**config.mk**
```make
export PLATFORM = sky130hd
export DESIGN_NAME = base64_stream_encoder_unit
export DESIGN_NICKNAME = d
export VERILOG_FILES = /design/src/design/b64e_pkg.sv /design/src/design/b64e_front.sv /design/src/design/b64e_cmd_fifo.sv /design/src/design/b64e_back.sv /design/src/design/base64_stream_encoder_unit.sv
export VERILOG_INCLUDE_DIRS = /design/src /design/src/design
export SDC_FILE = /design/constraint.sdc
export NUM_CORES = 1
export LEC_CHECK = 0
export ABC_AREA = 1
export BUFFER_PORTS_ARGS = -buffer_cell sky130_fd_sc_hd__buf_2
export CAP_MARGIN = 20
export CORE_AREA = 2 2 118 74
export CTS_BUF_LIST = sky130_fd_sc_hd__clkbuf_4 sky130_fd_sc_hd__clkbuf_8
export DETAILED_ROUTE_END_ITERATION = 10
export DIE_AREA = 0 0 120 76
export MAX_ROUTING_LAYER = met4
export PLACE_DENSITY = 0.88
export SLEW_MARGIN = 20
export SYNTH_ARGS = -nofsm -noshare
export SYNTH_HDL_FRONTEND = slang
export SYNTH_SLANG_ARGS = --single-unit
```
**constraint.sdc**
```tcl
create_clock -name clk -period 4.72 [get_ports clk]
set_input_delay 0.944 -clock clk [delete_from_list [all_inputs] [get_ports clk]]
set_output_delay 0.944 -clock clk [all_outputs]
set_load 0.1 [all_outputs]
```
**src/design/base64_stream_encoder_unit_assert.svh**
```systemverilog
// assertion macros used by the back end of the base64 encoder rtl
`ifndef BASE64_STREAM_ENCODER_UNIT_ASSERT_SVH
`define BASE64_STREAM_ENCODER_UNIT_ASSERT_SVH

// same-cycle implication, checked outside reset
`define B64E_ASSERT_NOW(lbl, ante, cons, msg) \
	lbl: assert property (@(posedge clk) disable iff (!arst_n) (ante) |-> (cons)) \
		else $error(msg);

// next-cycle implication, checked outside reset
`define B64E_ASSERT_NEXT(lbl, ante, cons, msg) \
	lbl: assert property (@(posedge clk) disable iff (!arst_n) (ante) |=> (cons)) \
		else $error(msg);

`endif

```
**src/design/b64e_pkg.sv**
```systemverilog
// shared types, constants and the character map of the base64 encoder
`default_nettype none

package b64e_pkg;

	localparam logic [5:0] SIX_MASK = 6'h3f;
	localparam logic [7:0] PAD_CHAR = 8'h3d;
	localparam logic [7:0] PLUS_CHAR = 8'h2b;
	localparam logic [7:0] SLASH_CHAR = 8'h2f;
	localparam logic [7:0] UPPER_BASE = 8'h41;
	localparam logic [7:0] LOWER_BASE = 8'h61;
	localparam logic [7:0] DIGIT_BASE = 8'h30;

	// one classified byte: up to four characters, pad flags, index of the last one
	typedef struct packed {
		logic [3:0][5:0] sext;
		logic [3:0]      pad;
		logic [1:0]      last;
		logic            fin;
	} cmd_t;

	function automatic logic [7:0] enc_char(input logic [5:0] v, input logic pad);
		logic [5:0] s;
		logic [7:0] c;
		s = v & SIX_MASK;
		if (pad) begin
			c = PAD_CHAR;
		end else if (s < 6'd26) begin
			c = UPPER_BASE + {2'b00, s};
		end else if (s < 6'd52) begin
			c = LOWER_BASE + {2'b00, s - 6'd26};
		end else if (s < 6'd62) begin
			c = DIGIT_BASE + {2'b00, s - 6'd52};
		end else if (s == 6'd62) begin
			c = PLUS_CHAR;
		end else begin
			c = SLASH_CHAR;
		end
		return c;
	endfunction

endpackage

`default_nettype wire

```
**src/design/b64e_front.sv**
```systemverilog
// front end: takes bytes, tracks the group phase and splits each byte into characters
`default_nettype none

module b64e_front (
	input  wire logic          clk,
	input  wire logic          arst_n,
	input  wire logic          push,
	input  wire logic          full,
	input  wire logic [7:0]    data_byte,
	input  wire logic          final_byte,
	output logic               wr_en,
	output b64e_pkg::cmd_t     cmd
);

	localparam logic [1:0] PH_0 = 2'd0;
	localparam logic [1:0] PH_1 = 2'd1;
	localparam logic [1:0] PH_2 = 2'd2;

	logic [1:0] phase_q;
	logic [3:0] left_q;
	logic [1:0] phase_d;
	logic [3:0] left_d;

	assign wr_en = push && !full;

	always_comb begin
		cmd = '0;
		phase_d = phase_q;
		left_d = left_q;
		case (phase_q)
			PH_1: begin
				cmd.sext[0] = {left_q[1:0], data_byte[7:4]};
				if (final_byte) begin
					cmd.sext[1] = {data_byte[3:0], 2'b00};
					cmd.pad = 4'b0100;
					cmd.last = 2'd2;
				end else begin
					cmd.last = 2'd0;
					left_d = data_byte[3:0];
					phase_d = PH_2;
				end
			end
			PH_2: begin
				cmd.sext[0] = {left_q, data_byte[7:6]};
				cmd.sext[1] = data_byte[5:0];
				cmd.last = 2'd1;
				left_d = 4'd0;
				phase_d = PH_0;
			end
			default: begin
				// phase 0, and the unused code behaves the same
				cmd.sext[0] = data_byte[7:2];
				if (final_byte) begin
					cmd.sext[1] = {data_byte[1:0], 4'b0000};
					cmd.pad = 4'b1100;
					cmd.last = 2'd3;
				end else begin
					cmd.last = 2'd0;
					left_d = {2'b00, data_byte[1:0]};
					phase_d = PH_1;
				end
			end
		endcase
		cmd.fin = final_byte;
		if (final_byte) begin
			phase_d = PH_0;
			left_d = 4'd0;
		end
	end

	always_ff @(posedge clk or negedge arst_n) begin
		if (!arst_n) begin
			phase_q <= PH_0;
			left_q <= 4'd0;
		end else if (wr_en) begin
			phase_q <= phase_d;
			left_q <= left_d;
		end
	end

endmodule

`default_nettype wire

```
**src/design/b64e_cmd_fifo.sv**
```systemverilog
// short queue of classified bytes between front and back ends
`default_nettype none

module b64e_cmd_fifo #(
	parameter int DEPTH = 4
) (
	input  wire logic              clk,
	input  wire logic              arst_n,
	input  wire logic              wr_en,
	input  wire b64e_pkg::cmd_t    wr_cmd,
	input  wire logic              rd_en,
	output logic                   full,
	output logic                   head_valid,
	output b64e_pkg::cmd_t         head_cmd
);

	localparam int PTR_W = (DEPTH > 1) ? $clog2(DEPTH) : 1;
	localparam int CNT_W = $clog2(DEPTH + 1);

	b64e_pkg::cmd_t mem_q [DEPTH];
	logic [PTR_W-1:0] wr_ptr_q;
	logic [PTR_W-1:0] rd_ptr_q;
	logic [CNT_W-1:0] count_q;

	assign full = (count_q == CNT_W'(DEPTH));
	assign head_valid = (count_q != '0);
	assign head_cmd = mem_q[rd_ptr_q];

	always_ff @(posedge clk) begin
		if (wr_en) begin
			mem_q[wr_ptr_q] <= wr_cmd;
		end
	end

	always_ff @(posedge clk or negedge arst_n) begin
		if (!arst_n) begin
			wr_ptr_q <= '0;
			rd_ptr_q <= '0;
			count_q <= '0;
		end else begin
			if (wr_en) begin
				wr_ptr_q <= (wr_ptr_q == PTR_W'(DEPTH - 1)) ? '0 : wr_ptr_q + 1'b1;
			end
			if (rd_en) begin
				rd_ptr_q <= (rd_ptr_q == PTR_W'(DEPTH - 1)) ? '0 : rd_ptr_q + 1'b1;
			end
			if (wr_en && !rd_en) begin
				count_q <= count_q + 1'b1;
			end else if (rd_en && !wr_en) begin
				count_q <= count_q - 1'b1;
			end
		end
	end

endmodule

`default_nettype wire

```
**src/design/b64e_back.sv**
```systemverilog
// back end: walks the characters of the head entry into the result register
`default_nettype none

module b64e_back (
	input  wire logic              clk,
	input  wire logic              arst_n,
	input  wire logic              head_valid,
	input  wire b64e_pkg::cmd_t    head_cmd,
	input  wire logic              pop,
	output logic                   rd_en,
	output logic                   empty,
	output logic [7:0]             ascii_char,
	output logic                   end_of_text
);

	`include "base64_stream_encoder_unit_assert.svh"

	logic [1:0] idx_q;
	logic       valid_q;
	logic [7:0] char_q;
	logic       eot_q;
	logic       adv;
	logic       at_last;

	assign empty = !valid_q;
	assign ascii_char = char_q;
	assign end_of_text = eot_q;

	// the result register frees up when empty or being taken this cycle
	assign adv = head_valid && (!valid_q || pop);
	assign at_last = (idx_q == head_cmd.last);
	assign rd_en = adv && at_last;

	always_ff @(posedge clk) begin
		if (adv) begin
			char_q <= b64e_pkg::enc_char(head_cmd.sext[idx_q], head_cmd.pad[idx_q]);
			eot_q <= head_cmd.fin && at_last;
		end
	end

	always_ff @(posedge clk or negedge arst_n) begin
		if (!arst_n) begin
			idx_q <= 2'd0;
			valid_q <= 1'b0;
		end else begin
			if (adv) begin
				valid_q <= 1'b1;
			end else if (pop) begin
				valid_q <= 1'b0;
			end
			if (adv) begin
				idx_q <= at_last ? 2'd0 : idx_q + 2'd1;
			end
		end
	end

	`B64E_ASSERT_NOW(a_idx_in_range, head_valid, idx_q <= head_cmd.last, "char index past entry end")
	`B64E_ASSERT_NOW(a_partial_has_head, idx_q != 2'd0, head_valid, "partial entry lost its head")
	`B64E_ASSERT_NEXT(a_eot_restarts, adv && head_cmd.fin && at_last, idx_q == 2'd0 && eot_q, "message end not marked")

endmodule

`default_nettype wire

```
**src/design/base64_stream_encoder_unit.sv**
```systemverilog
// top level of the streaming base64 encoder
// a byte's request is written into the queue, and its first character then passes through the result
// register, from where it can be popped
// throughput: one character per cycle out of the single result register, while pop is held and the queue is not empty
// a plain byte makes one or two characters, and the front takes new bytes while the back drains earlier ones
// a final byte makes up to four characters and holds its queue slot until its last one is loaded
// reset: arst_n clears the group phase and leftover bits, the queue pointers, the character
// index and the result valid flag
`default_nettype none

module base64_stream_encoder_unit #(
	parameter int QUEUE_DEPTH = 4
) (
	input  wire logic       clk,
	input  wire logic       arst_n,
	input  wire logic       push,
	output logic            full,
	input  wire logic [7:0] data_byte,
	input  wire logic       final_byte,
	output logic            empty,
	input  wire logic       pop,
	output logic [7:0]      ascii_char,
	output logic            end_of_text
);

	// front to queue
	logic           wr_en;
	b64e_pkg::cmd_t wr_cmd;

	// queue to back
	logic           head_valid;
	b64e_pkg::cmd_t head_cmd;
	logic           rd_en;

	// front end: classifies each request by group phase into a list of characters
	b64e_front u_front (
		.clk        (clk),
		.arst_n     (arst_n),
		.push       (push),
		.full       (full),
		.data_byte  (data_byte),
		.final_byte (final_byte),
		.wr_en      (wr_en),
		.cmd        (wr_cmd)
	);

	// short queue so the front keeps taking bytes while the back drains characters
	b64e_cmd_fifo #(
		.DEPTH (QUEUE_DEPTH)
	) u_fifo (
		.clk        (clk),
		.arst_n     (arst_n),
		.wr_en      (wr_en),
		.wr_cmd     (wr_cmd),
		.rd_en      (rd_en),
		.full       (full),
		.head_valid (head_valid),
		.head_cmd   (head_cmd)
	);

	// back end: maps one six-bit code per cycle to ascii into the result register while it is free
	b64e_back u_back (
		.clk         (clk),
		.arst_n      (arst_n),
		.head_valid  (head_valid),
		.head_cmd    (head_cmd),
		.pop         (pop),
		.rd_en       (rd_en),
		.empty       (empty),
		.ascii_char  (ascii_char),
		.end_of_text (end_of_text)
	);

endmodule

`default_nettype wire
```
### After elaboration in Yosys (flattened, before gate mapping)

Memories as Yosys holds them, arrays and structs flattened.
Index checks and enable logic that the tools add are counted.

| storage, ports and cells | value |
|---|---|
| flip-flop bits (word level) | 25 |
| bits in writable memories | 76 |
| input bits | 13 |
| output and inout bits | 11 |
| memories kept | 1 |

| cells by class | value |
|---|---|
| add/sub/neg operators | 10 |
| $lt $le $gt $ge | 4 |
| equal/unequal tests | 7 |
| multiplexer cells | 30 |
| reductions and logical operators | 14 |

Memory list:

| name | depth | width | rd ports | clocked after memory_dff | write ports | RTL line | source |
|---|---|---|---|---|---|---|---|
| u_fifo.mem_q | 4 | 19 | 1 | 0 | 1 | b64e_cmd_fifo.sv:20 | `b64e_pkg::cmd_t mem_q [DEPTH];` |

Operators by type and width:

| kind | count |
|---|---|
| 8-bit two-way mux | 3 |
| 12-bit case mux with 2 select lines | 1 |
| 6-bit two-way mux | 3 |
| 7-bit by 6-bit adder with 8-bit output, first input constant | 2 |
| 4-bit case mux with 2 select lines | 2 |
| 6-bit binary-select mux with 2-bit select | 1 |
| 6-bit < comparator, second input constant | 2 |
| 2-bit two-way mux | 6 |
| 3-bit two-way mux | 4 |
| 4-bit two-way mux | 2 |
| 2-bit case mux with 2 select lines | 2 |
| 6-bit by 6-bit adder with 7-bit output, first input constant | 1 |
| 2-bit by 1-bit adder with 2-bit output, second input constant | 3 |
| 2-bit == test, second input constant | 3 |
| 6-bit == test, second input constant | 1 |
| 1-bit logical AND | 6 |
| 6-bit by 5-bit < comparator with 1-bit output, second input constant | 1 |
| 6-bit by 5-bit subtractor with 6-bit output, second input constant | 1 |
| 6-bit subtractor, second input constant | 1 |
| 1-bit two-way mux | 5 |
| 1-bit logical NOT | 4 |
| 2-bit nonzero test | 2 |
| 3-bit by 1-bit adder with 3-bit output, second input constant | 1 |
| 3-bit == test, second input constant | 1 |
| 7 further kinds | 7 |

### Longest topological paths before layout

Gate-level depths: netlist of run 1.
An unclocked memory read counts as a cell.

| logic depth | value |
|---|---|
| depth in word-level cells | 8 |
| gate-level depth with buffers | 19 |
| mapped depth without buffers | 17 |

### Hierarchy

A second synthesis of run 1 with hierarchy kept.

| unflattened totals | value |
|---|---|
| cells, all modules | 717 |
| area total of the unflattened synthesis | 7,568.5 µm² |

Modules (own cells, without submodules):

| module | times used | cells each | area an instance (µm²) |
|---|---|---|---|
| b64e_cmd_fifo | 1 | 413 | 5,461.5 |
| b64e_back | 1 | 190 | 1,397.6 |
| b64e_front | 1 | 114 | 709.4 |

### Worst setup path before layout of run 1

No wires, ideal clock.

| timing | value |
|---|---|
| path kind | reg2reg |
| start | register u_fifo.count_q[0] |
| end | register u_fifo.count_q[1] |
| library setup time | 0.125 ns |
| arrival time | 4.236 ns |
| slack | 0.359 ns |
| stages on the path, launching flop included | 8 |
| path buffers | 1 |
| cells stage by stage | dfrtp_1 > nor3_1 > nor2_1 > clkbuf_1 > ha_1 > inv_1 > fa_1 > mux2_2 |

| on the way | value |
|---|---|
| longest elaborated chain between the ends | 6 |
| elaborated cells on any way between the ends | 15 |

RTL lines:

| item | RTL line | source |
|---|---|---|
| start, declared | b64e_cmd_fifo.sv:23 | `logic [CNT_W-1:0] count_q;` |
| start signal, assigned | b64e_cmd_fifo.sv:48 | `count_q <= count_q + 1'b1;` |
| start signal, assigned | b64e_cmd_fifo.sv:50 | `count_q <= count_q - 1'b1;` |
| 3-bit == test * | b64e_cmd_fifo.sv:25 | `assign full = (count_q == CNT_W'(DEPTH));` |
| net full | base64_stream_encoder_unit.sv:17 | `output logic full,` |
| 1-bit logical NOT * | b64e_front.sv:24 | `assign wr_en = push && !full;` |
| 1-bit logical AND * | b64e_front.sv:24 |  |
| net u_fifo.wr_en | b64e_cmd_fifo.sv:9 | `input wire logic wr_en,` |
| 1-bit logical NOT | b64e_cmd_fifo.sv:49 | `end else if (rd_en && !wr_en) begin` |
| 1-bit logical AND | b64e_cmd_fifo.sv:49 |  |
| 2-bit nonzero test (no line) | -- |  |

The timed path passes the listed nets; every way through them passes the cells marked *. The select of a mux whose other input is x is not followed.
A chain may end at the register's enable or synchronous reset.

### Worst setup path after layout of run 1

| timing | value |
|---|---|
| start | register u_fifo.rd_ptr_q[0] |
| end | register u_back.char_q[5], in the netlist u_back.ascii_char[5], data pin |

| on the way | value |
|---|---|
| longest elaborated chain between the ends | 8 |
| elaborated cells on any way between the ends | 16 |

RTL lines:

| item | RTL line | source |
|---|---|---|
| start, declared | b64e_cmd_fifo.sv:22 | `logic [PTR_W-1:0] rd_ptr_q;` |
| start signal, assigned | b64e_cmd_fifo.sv:45 | `rd_ptr_q <= (rd_ptr_q == PTR_W'(DEPTH - 1)) ? '0 : rd_ptr_q + 1'b1;` |
| memory 4 x 19 bit * | -- |  |
| 6-bit binary-select mux with 2-bit select | b64e_back.sv:36 | `char_q <= b64e_pkg::enc_char(head_cmd.sext[idx_q], head_cmd.pad[idx_q]);` |
| 6-bit two-way mux (not written as such) | b64e_back.sv:36 |  |
| 6-bit subtractor | b64e_pkg.sv:33 | `c = DIGIT_BASE + {2'b00, s - 6'd52};` |
| 6-bit by 6-bit adder with 7-bit output | b64e_pkg.sv:33 |  |
| 8-bit two-way mux | b64e_pkg.sv:32 | `end else if (s < 6'd62) begin` |
| 8-bit two-way mux | b64e_pkg.sv:30 | `end else if (s < 6'd52) begin` |
| 8-bit two-way mux | b64e_pkg.sv:28 | `end else if (s < 6'd26) begin` |
| end signal, assigned | b64e_back.sv:36 |  |
| end, declared | b64e_back.sv:20 | `logic [7:0] char_q;` |

Every way passes the cells marked *; elsewhere a longest branch is shown, timed or not. The select of a mux whose other input is x is not followed.

==> results of run 1 <==
## path summary, 6_finish.rpt
path	to
worst max-delay path	u_back.ascii_char[5]
max in group asynchronous	u_front.left_q[3]
worst min register to register	u_fifo.count_q[0]
worst max register to register	u_back.ascii_char[5]
worst min-delay path	u_fifo.wr_ptr_q[1]
min in group clk	u_fifo.count_q[0]
## worst max-delay path: cells and delay by family, from the launching register on
kind                       cells  cell delay [ns]
DFF                            1             0.88
buffers and inverters          3             0.36
AOI/OAI and AO/OA              2             0.40
adders and majority gates      2             0.60
and+or+nand+nor                5             0.50
xor gates and xnor gates       1             0.17
## area by class of cell
cell class                 count  area share, %
timing repair buffer          29           3.17
multi-input combinational    299           32.7
inverter                      79           5.96
tap                          112           2.77
clock buffer                  11           2.74
sequential                    89           51.2
clock inverter                 5           1.43
## registers in the layout, indices dropped and copies added (netlist names)
signal and cells:
u_back.ascii_char 8, u_fifo.mem_q 64, u_front.left_q 4, u_fifo.rd_ptr_q 2
u_fifo.wr_ptr_q 2, u_back.idx_q 2, u_front.phase_q 2, u_back.end_of_text 1
u_back.valid_q 1, u_fifo.count_q 3
## synth_stat cells (2+ instances only)
cell	count	area share [%]
o21ai_1	9	0.96
o21ai_0	23	2.4
nand3_2	8	1.7
nand4_1	5	0.66
ha_1	19	5.0
buf_8	2	0.64
inv_1	69	5.5
buf_2	4	0.43
a21oi_1	5	0.53
buf_12	4	1.7
nor2_1	41	3.3
nand2_1	112	8.9
o211ai_1	7	1.1
dfrtp_1	16	8.5
o221ai_1	4	0.74
xnor2_1	3	0.56
buf_6	2	0.48
nand2_2	2	0.27
edfxtp_1	73	47
xor2_1	8	1.5
clkbuf_1	2	0.16
inv_2	8	0.64
nand3_1	38	4.0
## metrics by stage
stage,hold slack (ns),setup WS [ns],instances,util [%]
after detailed placement,0.549,1.66,608,59.4
after CTS,0.490,1.65,624,62.0
after floorplan,0.504,0.359,481,-
after global routing,0.511,1.29,624,62.0
final,0.492,1.57,624,62.0
after global placement,0.525,1.72,608,59.4
## layer usage
layer  wire length (um)  share of wire, %  global-route usage [%]
met3                926               8.9                    6.36
met1               4710                45                    35.8
met5                  0                 0                       -
met2               4570                44                    36.5
met4                181               1.7                    8.47
## logic make-up after synthesis
logic type / count (synthesis) / share of synthesized area (%)
AOI/OAI and AO/OA: 55 / 7.20
xor gates and xnor gates: 11 / 2.05
adders and majority gates: 20 / 5.47
buffers and inverters: 93 / 9.81
and+or+nand+nor: 212 / 20.2
muxes: 1 / 0.239
DFF: 89 / 55.1
==> key figures, run 1 <==
Status
  • Outcome: finished, final reports clean

Critical path
  • Slowest stage delay, CP: approximately 0.88 ns
  • Critical path required time: 4.85 ns
  • Worst Setup SP: u_fifo.rd_ptr_q[0]
  • Worst setup EP type: register
  • Slowest CP cell: dfrtp_1
  • CP most frequent cell: nand2_1
  • FF-to-FF setup slack: 1.57 ns
  • Worst R2R Start: u_fifo.rd_ptr_q[0]
  • Crit path DAT: 3.29 ns
  • CP max FO: 33
  • CP Cell Sequence: inv_6 > o21ai_0 > o211ai_1 > nand3_2 > ha_1 > inv_1 > xor2_1 > ha_1 > nand3_1 > nand2_1 > inv_1 > nand2_1 > nand2_1
  • Worst Setup Start Kind: register
  • Crit path kind: register to register
  • R2r worst-path depth: 13

Die
  • Die Wd: 120 um
  • Die H: 76 um
  • Core area: between 8000 and 9000 um^2
  • Site Rows: 26
  • I/O pin cnt: 24
  • Initial Utilization: 57.7%
  • Die area: 9120 um^2

CTS
  • CTS max path bufs: 2
  • H-tree depth: 3
  • Worst-path clk slew: ~0.09 ns
  • CTS root buf: clkbuf_8
  • CTS tree: yes
  • Post-CTS Hold Buffers: 0
  • # Post-CTS Setup Buffers: 0
  • Clock sinks: 89
  • Worst-Skew Late Latency: 0.37 ns
  • Resize count post-CTS: 0
  • Num CTS Buffers: 9

Final layout
  • Post-route design area: roughly 5000 um^2
  • Most common cell after layout, fill and taps aside: nand2_1
  • Filler cells: 613
  • # nets final: 540
  • Synthesis-to-finish area growth: 7.47%
  • Antenna cells: 0
  • Area of the multi-input gates: 1650 um^2
  • Layout cell share with drive strength beyond 1: 13.5%
  • Most frequent cells in the layout: 112 x nand2_1, 73 x edfxtp_1, 69 x inv_1
  • Seq. cell area: between 2000 and 3000 um^2

Detailed routing
  • DRT antenna net count: 0
  • Wire length per cell: 16.6 um
  • Initial detailed-routing violation count: approximately 370
  • Routed WL: 10.4 mm
  • Via density: 5.54
  • Residual DRC count: 0
  • 1st-pass router iterations: 5
  • Via count: between 3k and 4k

Placed design
  • DP Area: 4850 um^2
  • Placer Congestion: ~0.90
  • DP HPWL: 7.34 mm
  • # port buffers: 23

Yosys
  • Number of flops mapped to enable cells by yosys: 73
  • Syn nets: about 500
  • Syn Std Cell Area: 4710 um^2
  • Cells after Synth: 481
  • Synth unique cells: 40
  • Synthesis-stage register bit count: 89
  • Post-synthesis sequential area ratio: 55.1%
  • Top FF cell, synth: edfxtp_1
  • Async SR Flop Fraction: 18.0%
  • Syn_area_per_cell: 9.79 um^2
  • YS warnings: 0

STA
  • Pins Over Slew Limit: 0
  • Final worst-path cycle share: between 60 and 70%
  • Peak Freq: 0.317 GHz
  • Setup TNS: 0 ns
  • Final setup fails: 0
  • Skew final: between 0.01 and 0.015 ns
  • Final hold vios: 0
  • Worst-margin pin slew: 0.817 ns
  • Minimum clock period: 3.15 ns
  • Slew HR: 45.5%
  • RSZ-0062 raised after global routing: false

Flow run
  • Maxcap violations: 0

Hold path
  • HP Class: primary input to asynchronous set/reset pin

Global routing
  • Total grt overflow: 0
  • All-Layer GR Usage: 25.5%
  • First-pass GRT wire length: 17.1 mm
  • Largest net degree at the start of global routing: 34
  • Initial antenna violation count: 0
  • Vias in the first global route: 3,367
Power of run 1 is left out: the tool's default activity adds up to more than one toggle a clock period on the data nets, which glitch-free logic cannot reach.
==> run 2: changes to the inputs <==
--- a/config.mk
+++ b/config.mk
@@ -9,12 +9,12 @@
 export ABC_AREA = 1
 export BUFFER_PORTS_ARGS = -buffer_cell sky130_fd_sc_hd__buf_2
 export CAP_MARGIN = 20
-export CORE_AREA = 2 2 118 74
+export CORE_AREA = 2 2 121 76
 export CTS_BUF_LIST = sky130_fd_sc_hd__clkbuf_4 sky130_fd_sc_hd__clkbuf_8
 export DETAILED_ROUTE_END_ITERATION = 10
-export DIE_AREA = 0 0 120 76
+export DIE_AREA = 0 0 123 78
 export MAX_ROUTING_LAYER = met4
-export PLACE_DENSITY = 0.88
+export PLACE_DENSITY = 0.87
 export SLEW_MARGIN = 20
 export SYNTH_ARGS = -nofsm -noshare
 export SYNTH_HDL_FRONTEND = slang
==> constraint.sdc (replaced) <==
create_clock -name clk -period 2.6 [get_ports clk]
set_input_delay 0.52 -clock clk [delete_from_list [all_inputs] [get_ports clk]]
set_output_delay 0.52 -clock clk [all_outputs]
set_load 0.1 [all_outputs]
==> run 2 against run 1 <==
  * The flow now finishes with violations (setup timing)
  * Hold slack lost 0.42 ns
  * Clock skew shrank 0.00084 ns
  * Non-clock buffer count grew 24
  * Sequential share of layout area shrank 3.5 points
  * Critical endpoint is now u_fifo.count_q[1]
  * Largest cell class unchanged
==> key figures, run 2 (synthesis results as in run 1) <==
Flow run
  • Maxcap violations: 0

Placed design
  • DP Area: 4970 um^2
  • # port buffers: 23
  • Placer Congestion: 0.930
  • Post-place setup slack: -0.0425 ns
  • DP HPWL: 7.30 mm

Final layout
  • Most common cell after layout, fill and taps aside: nand2_1
  • Filler cells: 650
  • Max reg flops: 64
  • Area of the multi-input gates: about 1800 um^2
  • Post-route design area: 5430 um^2
  • Most frequent cells in the layout: 109 x nand2_1, 73 x edfxtp_1, 64 x inv_1
  • Antenna cells: 0
  • # nets final: about 570
  • Seq. cell area: 2590 um^2
  • Biggest register: u_fifo.mem_q
  • Layout cell share with drive strength beyond 1: 22.9%
  • Final Util: 64.7%
  • Synthesis-to-finish area growth: 15.4%

Die
  • Die Wd: between 100 and 150 um
  • Core area: about 8400 um^2
  • Die area: 9590 um^2
  • Site Rows: 26
  • Initial Utilization: 56.1%
  • Die H: 78 um
  • I/O pin cnt: 24

Global routing
  • Total grt overflow: 0
  • Initial antenna violation count: 0
  • All-Layer GR Usage: 24.4%
  • Largest net degree at the start of global routing: 21
  • First-pass GRT wire length: 17.1 mm
  • Vias in the first global route: ~3.5k

STA
  • Pins Over Slew Limit: 0
  • Peak Freq: 0.384 GHz
  • Slew HR: between 40% and 50%
  • Worst-margin pin slew: slightly below 0.8 ns
  • Final setup fails: 1
  • Hold WS: 0.0734 ns
  • Final hold vios: 0
  • Skew final: around 0.013 ns
  • RSZ-0062 raised after global routing: true
  • PnR worst setup slack: -0.00712 ns
  • Minimum clock period: between 2 and 3 ns
  • Final worst-path cycle share: 100%

Status
  • Outcome: complete, but fails checks
  • Failing checks: setup timing

Detailed routing
  • Residual DRC count: 0
  • Routed WL: ~11 mm
  • Via density: 5.55
  • Via count: approximately 3.6k
  • Initial detailed-routing violation count: 319
  • DRT antenna net count: 0
  • Wire length per cell: between 15 and 20 um
  • 1st-pass router iterations: 8

Critical path
  • Largest delay contributor family on the critical path: adder cells
  • FF-to-FF setup slack: -0.007 ns
  • Worst setup EP type: register
  • Critical path required time: 2.85 ns
  • Slowest stage delay, CP: 0.52 ns
  • R2r endpoint: u_fifo.count_q[1]
  • Worst R2R Start: u_fifo.rd_ptr_q[0]
  • Worst Setup Start Kind: register
  • Crit path kind: register to register
  • CP Cell Sequence: buf_6 > nand2_2 > a32oi_2 > xor2_1 > nand2_1 > nor2_4 > inv_2 > ha_4 > inv_4 > fa_2 > mux2_4
  • Buf/Inv on CP: 3
  • R2r worst-path depth: 11
  • CP max FO: 7
  • Slowest CP cell: dfrtp_2
  • Crit path DAT: around 2.9 ns

CTS
  • H-tree depth: 3
  • Num CTS Buffers: 9
  • CTS root buf: clkbuf_8
  • CTS max path bufs: 2
  • Post-CTS Hold Buffers: 0
  • Worst-path clk slew: 0.08 ns
  • Clock sinks: 89
  • CTS tree: yes
  • Worst-Skew Late Latency: 0.36 ns

Hold path
  • HP Class: primary input to asynchronous set/reset pin
## run 2: worst reg2reg max path: cells and delay by family (launching register included)
family	cells	cell delay (ns)
and+or+nand+nor	3	0.37
muxes	1	0.27
AOI/OAI and AO/OA	1	0.22
buffers and inverters	3	0.32
adders and majority gates	2	0.60
xor gates and xnor gates	1	0.19
DFF	1	0.52
## run 2: per-stage QoR
stage          setup TNS, ns  std cells
2_1_floorplan       -0.00174        481
3_3_place_gp               0        619
6_report            -0.00712        649
3_5_place_dp          -0.115        619
5_1_grt               -0.276        649
4_1_cts                    0        639
## run 2: final cells by class
type	instances	area share [%]
Clock buffer	10	2.53
Clock inverter	6	1.06
Sequential cell	89	47.7
Tap cell	112	2.58
Multi-Input combinational cell	299	33.2
Timing Repair inverter	1	0.115
Inverter	79	5.69
Timing Repair Buffer	53	7.09
## run 2: repair_timing
item                       CTS  global route
pin swaps                    1            14
gates resized for setup      2            42
setup buffers                4             8
gates cloned                 0             2
setup endpoints to repair    7            10
## run 2: worst max path at each step
stage | startpoint | to | slack (ns) | cells past startpoint
floorplan | u_fifo.count_q[1] | u_fifo.count_q[1] | -0.002 | 7
global placement | u_fifo.rd_ptr_q[0] | u_back.ascii_char[1] | 0.05 | 16
detailed placement | u_fifo.rd_ptr_q[0] | u_fifo.count_q[1] | -0.04 | 11
CTS | u_fifo.rd_ptr_q[0] | u_fifo.count_q[2] | 0.02 | 13
global route | u_fifo.rd_ptr_q[0] | u_fifo.count_q[1] | -0.08 | 11
finish | u_fifo.rd_ptr_q[0] | u_fifo.count_q[1] | -0.007 | 11
## run 2: layer usage
layer | part of all wire (%) | global-route usage, % | vias to the layer above | wire [um]
met1 | 42 | 31.6 | 1710 | 4550
met3 | 8.3 | 6.62 | 24 | 904
met4 | 1.8 | 8.52 | 0 | 197
met2 | 48 | 37.2 | 177 | 5290
met5 | 0 | - | - | 0
li1 | - | - | 1691 | -
Power of run 2 is left out for the same reason.
